<file path="config.mk">
export PLATFORM = sky130hd
export DESIGN_NAME = hdl_integer_literal_parser
export DESIGN_NICKNAME = d
export VERILOG_FILES = /design/src/hw/rtl/ilp_pkg.sv /design/src/hw/rtl/ilp_front.sv /design/src/hw/rtl/ilp_queue.sv /design/src/hw/rtl/ilp_mac.sv /design/src/hw/rtl/ilp_back.sv /design/src/hw/rtl/hdl_integer_literal_parser.sv
export VERILOG_INCLUDE_DIRS = /design/src /design/src/hw/rtl
export SDC_FILE = /design/constraint.sdc
export NUM_CORES = 1
export LEC_CHECK = 0
export BUFFER_PORTS_ARGS = -buffer_cell sky130_fd_sc_hd__buf_2
export CAP_MARGIN = 20
export CELL_PAD_IN_SITES_DETAIL_PLACEMENT = 0
export CELL_PAD_IN_SITES_GLOBAL_PLACEMENT = 2
export CORE_UTILIZATION = 40
export DETAILED_ROUTE_END_ITERATION = 12
export PLACE_DENSITY = 0.81
export SYNTH_ARGS = -nofsm -noshare
export SYNTH_HDL_FRONTEND = slang
export SYNTH_SLANG_ARGS = --single-unit
</file>
<file path="constraint.sdc">
create_clock -name clk -period 20 [get_ports clk]
set_input_delay 2 -clock clk [delete_from_list [all_inputs] [get_ports clk]]
set_output_delay 2 -clock clk [all_outputs]
set_load 0.005 [all_outputs]
</file>
<file path="src/hw/rtl/hdl_integer_literal_parser_macros.svh">
// Assertion macros for the integer literal parser.
// Included by the top level; no other dependencies.
`ifndef HDL_INTEGER_LITERAL_PARSER_MACROS_SVH
`define HDL_INTEGER_LITERAL_PARSER_MACROS_SVH

// same-cycle implication
`define ILP_CHECK(label, ck, rs, ante, cons) \
  label: assert property (@(posedge ck) disable iff (rs) (ante) |-> (cons)) \
    else $error("ilp check failed");

// next-cycle implication
`define ILP_CHECK_NEXT(label, ck, rs, ante, cons) \
  label: assert property (@(posedge ck) disable iff (rs) (ante) |=> (cons)) \
    else $error("ilp next-cycle check failed");

`endif

</file>
<file path="src/hw/rtl/ilp_pkg.sv">
// Shared types and constants for the integer literal parser.
// No dependencies.
package ilp_pkg;

  localparam int QDEPTH = 4;
  localparam int QPTR_W = $clog2(QDEPTH);
  localparam int QCNT_W = $clog2(QDEPTH + 1);

  localparam logic [4:0] NOT_HEX   = 5'd16;
  localparam logic [4:0] RADIX_DEC = 5'd10;
  localparam logic [4:0] RADIX_MIN = 5'd2;
  localparam logic [4:0] RADIX_MAX = 5'd16;
  localparam logic [6:0] SCALE_MAX = 7'd64;

  typedef enum logic [2:0] {
    PH_HEAD,
    PH_BASED,
    PH_CLOSED,
    PH_EXP_START,
    PH_EXP_DIGITS
  } phase_t;

  typedef enum logic [2:0] {
    CL_UNDER,
    CL_HASH,
    CL_EXP,
    CL_PLUS,
    CL_OTHER
  } cls_t;

  typedef struct packed {
    cls_t       cls;
    logic [4:0] digit;
    logic       last;
  } word_t;

  typedef struct packed {
    logic              full;
    logic              nonempty;
    logic [QCNT_W-1:0] level;
  } q_status_t;

  typedef enum logic {
    BS_RUN,
    BS_SCALE
  } bstate_t;

endpackage

</file>
<file path="src/hw/rtl/ilp_front.sv">
// Front end: classifies each incoming character into a queue word.
// Depends on ilp_pkg.
module ilp_front import ilp_pkg::*; (
  input  logic [7:0] character,
  input  logic       last,
  output word_t      word
);

  localparam logic [7:0] CH_UNDER = 8'h5F;
  localparam logic [7:0] CH_HASH  = 8'h23;
  localparam logic [7:0] CH_LE    = 8'h65;
  localparam logic [7:0] CH_UE    = 8'h45;
  localparam logic [7:0] CH_PLUS  = 8'h2B;

  function automatic logic [4:0] hex_of(input logic [7:0] c);
    logic [4:0] d;
    d = NOT_HEX;
    if (c inside {[8'h30:8'h39]}) d = 5'(c - 8'h30);
    else if (c inside {[8'h61:8'h66]}) d = 5'(c - 8'h57);
    else if (c inside {[8'h41:8'h46]}) d = 5'(c - 8'h37);
    return d;
  endfunction

  always_comb begin
    word.digit = hex_of(character);
    word.last  = last;
    case (character)
      CH_UNDER:     word.cls = CL_UNDER;
      CH_HASH:      word.cls = CL_HASH;
      CH_LE, CH_UE: word.cls = CL_EXP;
      CH_PLUS:      word.cls = CL_PLUS;
      default:      word.cls = CL_OTHER;
    endcase
  end

endmodule

</file>
<file path="src/hw/rtl/ilp_queue.sv">
// Short word queue between the front end and the back end.
// Depends on ilp_pkg.
module ilp_queue import ilp_pkg::*; (
  input  logic      clk,
  input  logic      rst,
  input  logic      push,
  input  word_t     wr_word,
  input  logic      pop,
  output word_t     rd_word,
  output q_status_t status
);

  word_t             mem [QDEPTH];
  logic [QPTR_W-1:0] wp;
  logic [QPTR_W-1:0] rp;
  logic [QCNT_W-1:0] count;
  logic              do_push;
  logic              do_pop;

  assign status.full     = (count == QCNT_W'(QDEPTH));
  assign status.nonempty = (count != '0);
  assign status.level    = count;
  assign do_push = push && !status.full;
  assign do_pop  = pop && status.nonempty;
  assign rd_word = mem[rp];

  always_ff @(posedge clk) begin
    if (do_push) mem[wp] <= wr_word;
  end

  always_ff @(posedge clk) begin
    if (rst) begin
      wp    <= '0;
      rp    <= '0;
      count <= '0;
    end else begin
      if (do_push) wp <= wp + 1'b1;
      if (do_pop) rp <= rp + 1'b1;
      case ({do_push, do_pop})
        2'b10:   count <= count + 1'b1;
        2'b01:   count <= count - 1'b1;
        default: count <= count;
      endcase
    end
  end

endmodule

</file>
<file path="src/hw/rtl/ilp_mac.sv">
// Shared multiply-add with range check: acc * base + digit against a limit.
// No dependencies.
module ilp_mac (
  input  logic [63:0] acc,
  input  logic [4:0]  digit,
  input  logic [4:0]  base,
  input  logic [63:0] lim,
  output logic [63:0] sum,
  output logic        bad
);

  logic [68:0] full;

  assign full = 69'(acc) * 69'(base) + 69'(digit);
  assign sum  = full[63:0];
  assign bad  = (digit >= base) || (full > {5'b0, lim});

endmodule

</file>
<file path="src/hw/rtl/ilp_back.sv">
// Back end: runs the literal grammar, scales by the exponent, holds the result.
// Depends on ilp_pkg and ilp_mac.
module ilp_back import ilp_pkg::*; #(
  parameter int VALUE_WIDTH = 64
) (
  input  logic                   clk,
  input  logic                   rst,
  input  logic                   q_valid,
  input  word_t                  q_word,
  output logic                   pop,
  output logic                   res_valid,
  input  logic                   res_stall,
  output logic [VALUE_WIDTH-2:0] value,
  output logic                   valid_res
);

  localparam logic [63:0] MANT_LIM = 64'((65'd1 << VALUE_WIDTH) - 65'd1);

  bstate_t                  bstate, bstate_next;
  phase_t                   phase, phase_next;
  logic [VALUE_WIDTH-1:0]   mantissa, mantissa_next;
  logic [4:0]               radix, radix_next;
  logic [63:0]              power, power_next;
  logic                     failed, failed_next;
  logic                     digits_seen, digits_seen_next;
  logic                     exp_seen, exp_seen_next;
  logic [6:0]               count, count_next;
  logic                     res_valid_next;
  logic [VALUE_WIDTH-2:0]   value_next;
  logic                     valid_res_next;

  logic        use_power;
  logic [63:0] mac_acc;
  logic [4:0]  mac_digit;
  logic [4:0]  mac_base;
  logic [63:0] mac_lim;
  logic [63:0] mac_sum;
  logic        mac_bad;
  logic        phase_ok;
  logic        ok_now;
  logic [6:0]  count_lim;
  logic        fin;
  logic        finish;
  logic        res_ok;

  ilp_mac u_mac (
    .acc   (mac_acc),
    .digit (mac_digit),
    .base  (mac_base),
    .lim   (mac_lim),
    .sum   (mac_sum),
    .bad   (mac_bad)
  );

  always_comb begin
    case (phase)
      PH_HEAD:       phase_ok = digits_seen;
      PH_CLOSED:     phase_ok = 1'b1;
      PH_EXP_DIGITS: phase_ok = exp_seen;
      default:       phase_ok = 1'b0;
    endcase
  end

  assign ok_now    = !failed && phase_ok;
  assign count_lim = (|power[63:6]) ? SCALE_MAX : {1'b0, power[5:0]};
  assign fin       = !ok_now || (mantissa == '0) || (count == count_lim);
  assign res_ok    = ok_now && !mantissa[VALUE_WIDTH-1];

  always_comb begin
    bstate_next = bstate;
    case (bstate)
      BS_RUN:   if (q_valid && q_word.last) bstate_next = BS_SCALE;
      BS_SCALE: if (finish) bstate_next = BS_RUN;
      default:  bstate_next = BS_RUN;
    endcase
  end

  always_comb begin
    pop       = (bstate == BS_RUN) && q_valid;
    finish    = (bstate == BS_SCALE) && fin && (!res_valid || !res_stall);
    use_power = (bstate == BS_RUN) &&
                (((phase == PH_CLOSED) && (q_word.cls != CL_EXP)) ||
                 (phase == PH_EXP_START) || (phase == PH_EXP_DIGITS));
    mac_acc   = use_power ? power : 64'(mantissa);
    mac_lim   = use_power ? '1 : MANT_LIM;
    mac_digit = (bstate == BS_RUN) ? q_word.digit : 5'd0;
    mac_base  = (use_power || ((bstate == BS_RUN) && (phase == PH_HEAD))) ? RADIX_DEC
                                                                       : radix;
  end

  always_comb begin
    phase_next       = phase;
    mantissa_next    = mantissa;
    radix_next       = radix;
    power_next       = power;
    failed_next      = failed;
    digits_seen_next = digits_seen;
    exp_seen_next    = exp_seen;
    count_next       = count;
    res_valid_next   = res_valid && res_stall;
    value_next       = value;
    valid_res_next   = valid_res;

    if (pop && !failed && (q_word.cls != CL_UNDER)) begin
      case (phase)
        PH_HEAD: begin
          if (q_word.cls == CL_HASH) begin
            if (!digits_seen || (mantissa < VALUE_WIDTH'(RADIX_MIN)) ||
                (mantissa > VALUE_WIDTH'(RADIX_MAX))) begin
              failed_next = 1'b1;
            end else begin
              radix_next       = mantissa[4:0];
              mantissa_next    = '0;
              digits_seen_next = 1'b0;
              phase_next       = PH_BASED;
            end
          end else if (q_word.cls == CL_EXP) begin
            if (!digits_seen) failed_next = 1'b1;
            else phase_next = PH_EXP_START;
          end else if (mac_bad) begin
            failed_next = 1'b1;
          end else begin
            mantissa_next    = mac_sum[VALUE_WIDTH-1:0];
            digits_seen_next = 1'b1;
          end
        end
        PH_BASED: begin
          if (q_word.cls == CL_HASH) begin
            if (!digits_seen) failed_next = 1'b1;
            else phase_next = PH_CLOSED;
          end else if (mac_bad) begin
            failed_next = 1'b1;
          end else begin
            mantissa_next    = mac_sum[VALUE_WIDTH-1:0];
            digits_seen_next = 1'b1;
          end
        end
        PH_CLOSED, PH_EXP_START, PH_EXP_DIGITS: begin
          if ((phase == PH_CLOSED) && (q_word.cls == CL_EXP)) begin
            phase_next = PH_EXP_START;
          end else if ((phase != PH_EXP_DIGITS) && (q_word.cls == CL_PLUS)) begin
            phase_next = PH_EXP_DIGITS;
          end else begin
            phase_next = PH_EXP_DIGITS;
            if (mac_bad) begin
              failed_next = 1'b1;
            end else begin
              power_next    = mac_sum;
              exp_seen_next = 1'b1;
            end
          end
        end
        default: failed_next = 1'b1;
      endcase
    end

    if ((bstate == BS_SCALE) && !fin) begin
      if (mac_bad) begin
        failed_next = 1'b1;
      end else begin
        mantissa_next = mac_sum[VALUE_WIDTH-1:0];
        count_next    = count + 7'd1;
      end
    end

    if (finish) begin
      res_valid_next   = 1'b1;
      value_next       = res_ok ? mantissa[VALUE_WIDTH-2:0] : '0;
      valid_res_next   = res_ok;
      phase_next       = PH_HEAD;
      mantissa_next    = '0;
      radix_next       = RADIX_DEC;
      power_next       = '0;
      failed_next      = 1'b0;
      digits_seen_next = 1'b0;
      exp_seen_next    = 1'b0;
      count_next       = '0;
    end
  end

  always_ff @(posedge clk) begin
    if (rst) begin
      bstate      <= BS_RUN;
      phase       <= PH_HEAD;
      mantissa    <= '0;
      radix       <= RADIX_DEC;
      power       <= '0;
      failed      <= 1'b0;
      digits_seen <= 1'b0;
      exp_seen    <= 1'b0;
      count       <= '0;
      res_valid   <= 1'b0;
    end else begin
      bstate      <= bstate_next;
      phase       <= phase_next;
      mantissa    <= mantissa_next;
      radix       <= radix_next;
      power       <= power_next;
      failed      <= failed_next;
      digits_seen <= digits_seen_next;
      exp_seen    <= exp_seen_next;
      count       <= count_next;
      res_valid   <= res_valid_next;
    end
  end

  always_ff @(posedge clk) begin
    value     <= value_next;
    valid_res <= valid_res_next;
  end

endmodule

</file>
<file path="src/hw/rtl/hdl_integer_literal_parser.sv">
// Integer literal parser: characters in, one value word per literal out.
// After the last character is taken, the back end scales the mantissa by the exponent
// in the shared multiply-add unit, then registers the result. Throughput: one character
// per cycle while char_stall is low; the back end takes no characters while it scales.
// Reset (rst, synchronous): empties the queue, returns the parser to decimal start,
// drops any pending result.
`include "hdl_integer_literal_parser_macros.svh"

module hdl_integer_literal_parser import ilp_pkg::*; #(
  parameter int VALUE_WIDTH = 64
) (
  input  logic                   clk,
  input  logic                   rst,
  input  logic                   char_valid,
  output logic                   char_stall,
  input  logic [7:0]             character,
  input  logic                   last,
  output logic                   res_valid,
  input  logic                   res_stall,
  output logic [VALUE_WIDTH-2:0] value,
  output logic                   valid_res
);

  word_t     f_word;
  word_t     q_word;
  q_status_t q_status;
  logic      pop;

  assign char_stall = q_status.full;

  ilp_front u_front (
    .character (character),
    .last      (last),
    .word      (f_word)
  );

  ilp_queue u_queue (
    .clk     (clk),
    .rst     (rst),
    .push    (char_valid),
    .wr_word (f_word),
    .pop     (pop),
    .rd_word (q_word),
    .status  (q_status)
  );

  ilp_back #(
    .VALUE_WIDTH (VALUE_WIDTH)
  ) u_back (
    .clk       (clk),
    .rst       (rst),
    .q_valid   (q_status.nonempty),
    .q_word    (q_word),
    .pop       (pop),
    .res_valid (res_valid),
    .res_stall (res_stall),
    .value     (value),
    .valid_res (valid_res)
  );

  `ILP_CHECK(a_pop_nonempty, clk, rst, pop, q_status.nonempty)
  `ILP_CHECK(a_level_bound, clk, rst, 1'b1, q_status.level <= QCNT_W'(QDEPTH))
  `ILP_CHECK(a_invalid_zero, clk, rst, res_valid && !valid_res, value == '0)
  `ILP_CHECK_NEXT(a_scale_after_last, clk, rst, pop && q_word.last, !pop)

endmodule
</file>
==> results.json, run 1 <==
{
  "status": "complete, no violations",
  "yosysWarnings": 0,
  "post_drt_wl_per_cell_um": 21.6,
  "worstHoldStart": "u_back.power[32]$_SDFFE_PP0P_",
  "core_mm2": 0.0564,
  "use_met1_pct": 35.8,
  "finalClockSkew_ns": 0.0141,
  "first_global_vias": 19200,
  "pin_count": 79,
  "cp-start-kind": "flip-flop",
  "crit_fanout": 56,
  "drtPass1Iterations": 5,
  "grt_pass1_wl_um": 115000,
  "cap_viol_max_count": 0,
  "required_ns": 20.48,
  "final_common_cell": "nor2_1",
  "areaGrowthSynthToFinish_pct": 8.21,
  "cts_setup_buffers": 0,
  "drv_slew": 0,
  "ir_worst_vdd_uv": 68.2,
  "slew_headroom_pct": 26.0,
  "drc": 0,
  "post-route-period-util_pct": 55.4,
  "crit_slowest_cell": "nor4_1",
  "grt_busiest_layer": "met2",
  "worst_pin_slew_ns": 1.10,
  "r2r-end": "u_back.power[61]$_SDFFE_PP0P_",
  "grt_usage_pct": 25.8,
  "r2r_cells": 27,
  "fmax_ghz": 0.0902,
  "switchingPower_mw": 0.581,
  "dieArea_mm2": 0.0580,
  "postSynthAreaPerCell_um2": 8.59,
  "synth_cells": 2657,
  "rsz0062_at_grt": "no",
  "clock_sink_count": 257,
  "drive_gt1_share_pct": 7.52,
  "power.leakage_nw": 10.6,
  "crit_end": "u_back.power[61]$_SDFFE_PP0P_",
  "hp-class": "flip-flop to flip-flop",
  "first_iter_violations": 1534,
  "setup_tns_ns": 0,
  "stdcell_count": 3417,
  "slowest_delay_ns": 0.95,
  "fin_nets": 2996,
  "synth_edf_count": 100,
  "finalHoldViolations": 0,
  "fp.dieW_um": 241,
  "cts-resized-gates": 0,
  "p_comb_share_pct": 29.8,
  "ys_ff_latch": 257,
  "layout_common_cells": "nor2_1, inv_1, nand2_1",
  "internal_power_mw": 1.05,
  "cts_root_buf": "clkbuf_16",
  "swShare_pct": 35.6,
  "num_vias": 19300,
  "via_per_inst": 5.64,
  "use_met2_pct": 43.6,
  "antenna_found_initial": 4,
  "grtUsageMet3_pct": 2.18,
  "htree_levels": 1,
  "crit_type": "flip-flop to flip-flop",
  "gp_congestion": 0.930,
  "dp_cells": 3368,
  "synth_cell_type_count": 77,
  "clockBufferDepth": 3,
  "cp.depth": 27,
  "synth_flop_cell": "dfxtp_1",
  "cts-buffers-inserted": 26,
  "path_delay_family": "simple AND/OR/NAND/NOR gates",
  "fin_crit_ns": 11.09,
  "totalWireLength_um": 73800,
  "hpwl_um": 57600,
  "cp-end-kind": "flip-flop",
  "async_flop_share_pct": 0,
  "p_clk_share_pct": 30.6,
  "syn-num-nets": 3012,
  "setup_violations": 0,
  "netlist_area_mm2": 0.0228,
  "grt_start_max_net_pins": 72,
  "postLayoutCoreUtil_pct": 43.8,
  "fp.dieH_um": 241,
  "postCtsHoldBufs": 0,
  "critical_path_buf_inv_count": 6,
  "clk_pin_slew_ns": 0.07,
  "p_per_area_mw_per_mm2": 66.0,
  "worstPathArrival_ns": 11.57,
  "seq_power_share_pct": 39.6,
  "clk-insertion-delay-late_ns": 0.55,
  "initial_core_util_pct": 40.5,
  "cts_tree": "built",
  "portBuffers": 78,
  "yosysSeqAreaShare_pct": 26.9,
  "antenna_cells": 0,
  "std_cell_rows": 87,
  "reg2reg_slack_ns": 8.91,
  "ant_nets": 0,
  "grt_overflow": 0
}
-- synthesized netlist by cell type (7+ instances only) --
| library cell | instances | share of area [%] |
|---|---|---|
| nand4_1 | 41 | 1.1 |
| a21oi_1 | 185 | 4.1 |
| a221oi_1 | 10 | 0.38 |
| o21bai_1 | 11 | 0.36 |
| buf_1 | 7 | 0.12 |
| xor2_1 | 30 | 1.2 |
| edfxtp_1 | 100 | 13 |
| o31ai_1 | 8 | 0.26 |
| nor2_1 | 397 | 6.5 |
| a22oi_1 | 8 | 0.26 |
| a211oi_1 | 24 | 0.79 |
| nand2_1 | 246 | 4.0 |
| or4_1 | 8 | 0.26 |
| and3_1 | 76 | 2.1 |
| xnor2_1 | 49 | 1.9 |
| fa_1 | 192 | 17 |
| o21ai_0 | 77 | 1.7 |
| and4_1 | 7 | 0.27 |
| nor3_1 | 37 | 0.81 |
| a22o_1 | 45 | 1.7 |
| inv_1 | 272 | 4.5 |
| or2_2 | 18 | 0.49 |
| a21o_1 | 17 | 0.56 |
| a31oi_1 | 19 | 0.52 |
| nor2b_1 | 9 | 0.25 |
| clkbuf_1 | 117 | 1.9 |
| nand2b_1 | 32 | 0.88 |
| nor4_1 | 36 | 0.99 |
| or3_1 | 8 | 0.22 |
| o21a_1 | 13 | 0.43 |
| and2_1 | 14 | 0.38 |
| mux2i_1 | 84 | 3.7 |
| nand3_1 | 35 | 0.77 |
| buf_2 | 20 | 0.44 |
| dfxtp_1 | 157 | 14 |
| ha_1 | 150 | 8.2 |
-- cell families after synthesis --
family	count (synthesis)	synth area share (%)
adder cells (fa/ha/maj)	343	25.1
flip-flops	257	26.9
AO/OA/AOI/OAI	483	13.6
buffers and inverters	420	7.08
multiplexers	94	4.47
AND/OR/NAND/NOR	981	19.8
XOR/XNOR	79	3.03
-- sequential cells by signal, indices dropped and copies added (netlist names), named ones only --
name,count
u_back.count,7
u_back.phase,3
u_back.power,64
u_queue.rp,2
u_queue.count,3
u_back.failed,1
u_back.mantissa,64
u_back.bstate,1
u_back.exp_seen,1
u_back.value,63
u_queue.mem,36
u_back.radix,5
u_queue.wp,2
u_back.valid_res,1
u_back.digits_seen,1
u_back.res_valid,1
-- final cells by class --
type	instances	area, um2
Clock buffer	33	761
Clock inverter	15	105
Fill cell	5741	31700
Inverter	273	1020
Multi-Input combinational cell	1980	15100
Sequential cell	257	6150
Tap cell	756	946
Timing Repair Buffer	103	586
-- worst min-delay path by stage --
stage                                               end  cells past startpoint
after floorplan            u_back.exp_seen$_SDFFE_PP0P_                      2
after global placement    u_back.power[38]$_SDFFE_PP0P_                      2
final                     u_back.power[32]$_SDFFE_PP0P_                      2
after global routing      u_back.power[28]$_SDFFE_PP0P_                      2
after detailed placement  u_back.power[28]$_SDFFE_PP0P_                      2
after CTS                 u_back.power[28]$_SDFFE_PP0P_                      2
-- routing by layer --
layer,part of all wire [%],up-vias,wire (um)
li1,-,9023,-
met1,45,9636,33400
met2,48,528,35400
met3,4.5,96,3290
met4,2.4,2,1760
met5,0.018,-,13
-- per-stage QoR --
step	instance area, um2	power [mW]	hold slack (ns)	setup slack [ns]
2_1_floorplan	22800	0.971	0.441	11.94
3_3_place_gp	23800	1.13	0.458	8.99
3_5_place_dp	23800	1.14	0.465	8.97
4_1_cts	24700	1.63	0.474	8.93
5_1_grt	24700	1.72	0.494	8.16
6_report	24700	1.63	0.476	8.91
-- power by group through the flow --
stage	Clock [mW]	Sequential [mW]	Combinational [mW]
6_report	0.498	0.646	0.486
2_1_floorplan	0	0.652	0.320
4_1_cts	0.503	0.647	0.484
3_5_place_dp	0	0.658	0.481
5_1_grt	0.525	0.652	0.539
3_3_place_gp	0	0.655	0.476
-- tightest hold or removal path: stages (launching register included) --
cell and delay, ns:
dfxtp_1 0.32, nand2_1 0.06, a21oi_1 0.05
Note: power is estimated with default switching activity, not from simulation.
==> inputs of run 2 (changes only) <==
--- a/config.mk
+++ b/config.mk
@@ -10,9 +10,9 @@
 export CAP_MARGIN = 20
 export CELL_PAD_IN_SITES_DETAIL_PLACEMENT = 0
 export CELL_PAD_IN_SITES_GLOBAL_PLACEMENT = 2
-export CORE_UTILIZATION = 40
+export CORE_UTILIZATION = 36
 export DETAILED_ROUTE_END_ITERATION = 12
-export PLACE_DENSITY = 0.81
+export PLACE_DENSITY = 0.77
 export SYNTH_ARGS = -nofsm -noshare
 export SYNTH_HDL_FRONTEND = slang
 export SYNTH_SLANG_ARGS = --single-unit
==> constraint.sdc (replaced) <==
create_clock -name clk -period 9.6 [get_ports clk]
set_input_delay 0.96 -clock clk [delete_from_list [all_inputs] [get_ports clk]]
set_output_delay 0.96 -clock clk [all_outputs]
set_load 0.005 [all_outputs]
==> run 2 against run 1 <==
Worst hold slack worse by 0.0040 ns. Cell count is 3.4% higher. Global-route usage is 1.5 points lower. Critical path depth is 2 lower. Core utilization is 3.1 points lower. Worst setup slack worse by 8.5 ns. Sequential cell count stayed put. Combinational power is 120% higher. Critical path type unchanged. Largest power group unchanged.
==> results.json, run 2 (synthesis results as in run 1) <==
{
  "status": "complete, no violations",
  "areaGrowthSynthToFinish_pct": 10.8,
  "worst_pin_slew_ns": 1.07,
  "clk-insertion-delay-late_ns": 0.58,
  "drv_slew": 0,
  "via_per_inst": 5.53,
  "grtUsageMet3_pct": 2.37,
  "first_global_vias": 19500,
  "grt_pass1_wl_um": 120000,
  "ant_nets": 0,
  "clk_pin_slew_ns": 0.07,
  "clock_sink_count": 257,
  "portBuffers": 78,
  "use_met2_pct": 40.6,
  "htree_levels": 1,
  "swShare_pct": 34.9,
  "ir_worst_vdd_uv": 93.0,
  "gp_congestion": 0.902,
  "use_met1_pct": 34.0,
  "internal_power_mw": 2.33,
  "post-route-period-util_pct": 95.7,
  "fmax_ghz": 0.109,
  "dieArea_mm2": 0.0644,
  "postCtsHoldBufs": 0,
  "hp-class": "flip-flop to flip-flop",
  "required_ns": 10.08,
  "cts_setup_buffers": 0,
  "fp.dieH_um": 254,
  "core_mm2": 0.0622,
  "fin_nets": 3029,
  "drc": 0,
  "num_vias": 19500,
  "cp-start-kind": "flip-flop",
  "p_comb_share_pct": 29.2,
  "place_area_mm2": 0.0243,
  "fin_crit_ns": 9.19,
  "pin_count": 79,
  "slew_headroom_pct": 28.3,
  "cts_root_buf": "clkbuf_16",
  "drtPass1Iterations": 5,
  "antenna_found_initial": 1,
  "finalClockSkew_ns": 0.0170,
  "worstPathArrival_ns": 9.67,
  "clockBufferDepth": 3,
  "cp-end-kind": "flip-flop",
  "crit_slowest_cell": "mux4_2",
  "crit_path_frequent_cell": "fa_1",
  "cap_viol_max_count": 0,
  "layout_common_cells": "nor2_1, inv_1, nand2_1",
  "slowest_delay_ns": 0.61,
  "setup_violations": 0,
  "std_cell_rows": 91,
  "cts-buffers-inserted": 29,
  "fill_cells": 6431,
  "design_area_mm2": 0.0253,
  "hpwl_um": 60900,
  "drive_gt1_share_pct": 8.83,
  "initial_core_util_pct": 36.7,
  "final_common_cell": "nor2_1",
  "top_regs": "u_back.mantissa (64), u_back.power (64), u_back.value (63)",
  "fp.dieW_um": 254,
  "fin_ws_ns": 0.412,
  "grt_overflow": 0,
  "crit_type": "flip-flop to flip-flop",
  "seq_power_share_pct": 37.3,
  "cts_tree": "built",
  "p_clk_share_pct": 33.5,
  "first_iter_violations": 1610,
  "switchingPower_mw": 1.25,
  "finalHoldViolations": 0,
  "totalWireLength_um": 77800,
  "post_drt_wl_per_cell_um": 22.0,
  "grt_usage_pct": 24.3,
  "grt_start_max_net_pins": 67,
  "power.leakage_nw": 10.9,
  "p_per_area_mw_per_mm2": 142,
  "grt_busiest_layer": "met2",
  "cts-resized-gates": 0,
  "dp_slack_ns": 0.441,
  "crit_fanout": 43,
  "reg2reg_slack_ns": 0.41
}
-- run 2: area by class of cell --
class,count,area [um2],area share (%)
multi-input combinational,1980,15200,60.0
clock inverter,18,243,0.960
antenna,1,2.50,0.00990
timing repair buffer,133,903,3.57
tap,837,1050,4.14
clock buffer,35,748,2.96
inverter,273,1020,4.05
sequential,257,6150,24.3
-- run 2: metrics by stage --
step / setup TNS, ns / hold WS (ns) / util (%) / power [mW] / cells
CTS: 0 / 0.469 / 40.6 / 3.60 / 3533
floorplan: 0 / 0.441 / - / 2.02 / 2657
finish: 0 / 0.472 / 40.7 / 3.58 / 3534
global placement: 0 / 0.456 / 39.0 / 2.39 / 3480
detailed placement: 0 / 0.460 / 39.0 / 2.40 / 3480
global route: -0.00180 / 0.483 / 40.7 / 3.76 / 3533
-- run 2: path summary, 6_finish.rpt --
path	cells past startpoint	end	start
worst max-delay path	25	u_back.power[28]$_SDFFE_PP0P_	flip-flop
worst min-delay path	2	u_back.power[21]$_SDFFE_PP0P_	u_back.power[21]$_SDFFE_PP0P_
worst max register to register	25	u_back.power[28]$_SDFFE_PP0P_	flip-flop
worst min register to register	2	u_back.power[21]$_SDFFE_PP0P_	u_back.power[21]$_SDFFE_PP0P_
-- run 2: worst max-delay path, delay by kind of cell, from the launching register on --
family / cells / cell delay, ns
DFF: 1 / 0.54
buffers and inverters: 4 / 0.97
and+or+nand+nor: 9 / 3.13
adders and majority gates: 4 / 1.94
AOI/OAI and AO/OA: 5 / 1.04
muxes: 2 / 1.22
xor gates and xnor gates: 1 / 0.14
-- run 2: power by group through the flow --
stage	registers, mW	logic, mW	clock network (mW)
4_1_cts	1.34	1.04	1.22
6_report	1.34	1.05	1.20
3_3_place_gp	1.36	1.03	0
5_1_grt	1.35	1.16	1.26
3_5_place_dp	1.36	1.04	0
2_1_floorplan	1.36	0.666	0
-- run 2: metal layers --
| metal | wire (um) | up-vias | part of all wire [%] |
|---|---|---|---|
| li1 | - | 9095 | - |
| met1 | 35600 | 9803 | 46 |
| met2 | 36800 | 544 | 47 |
| met3 | 3670 | 86 | 4.7 |
| met4 | 1710 | 0 | 2.2 |
| met5 | 0 | - | 0 |
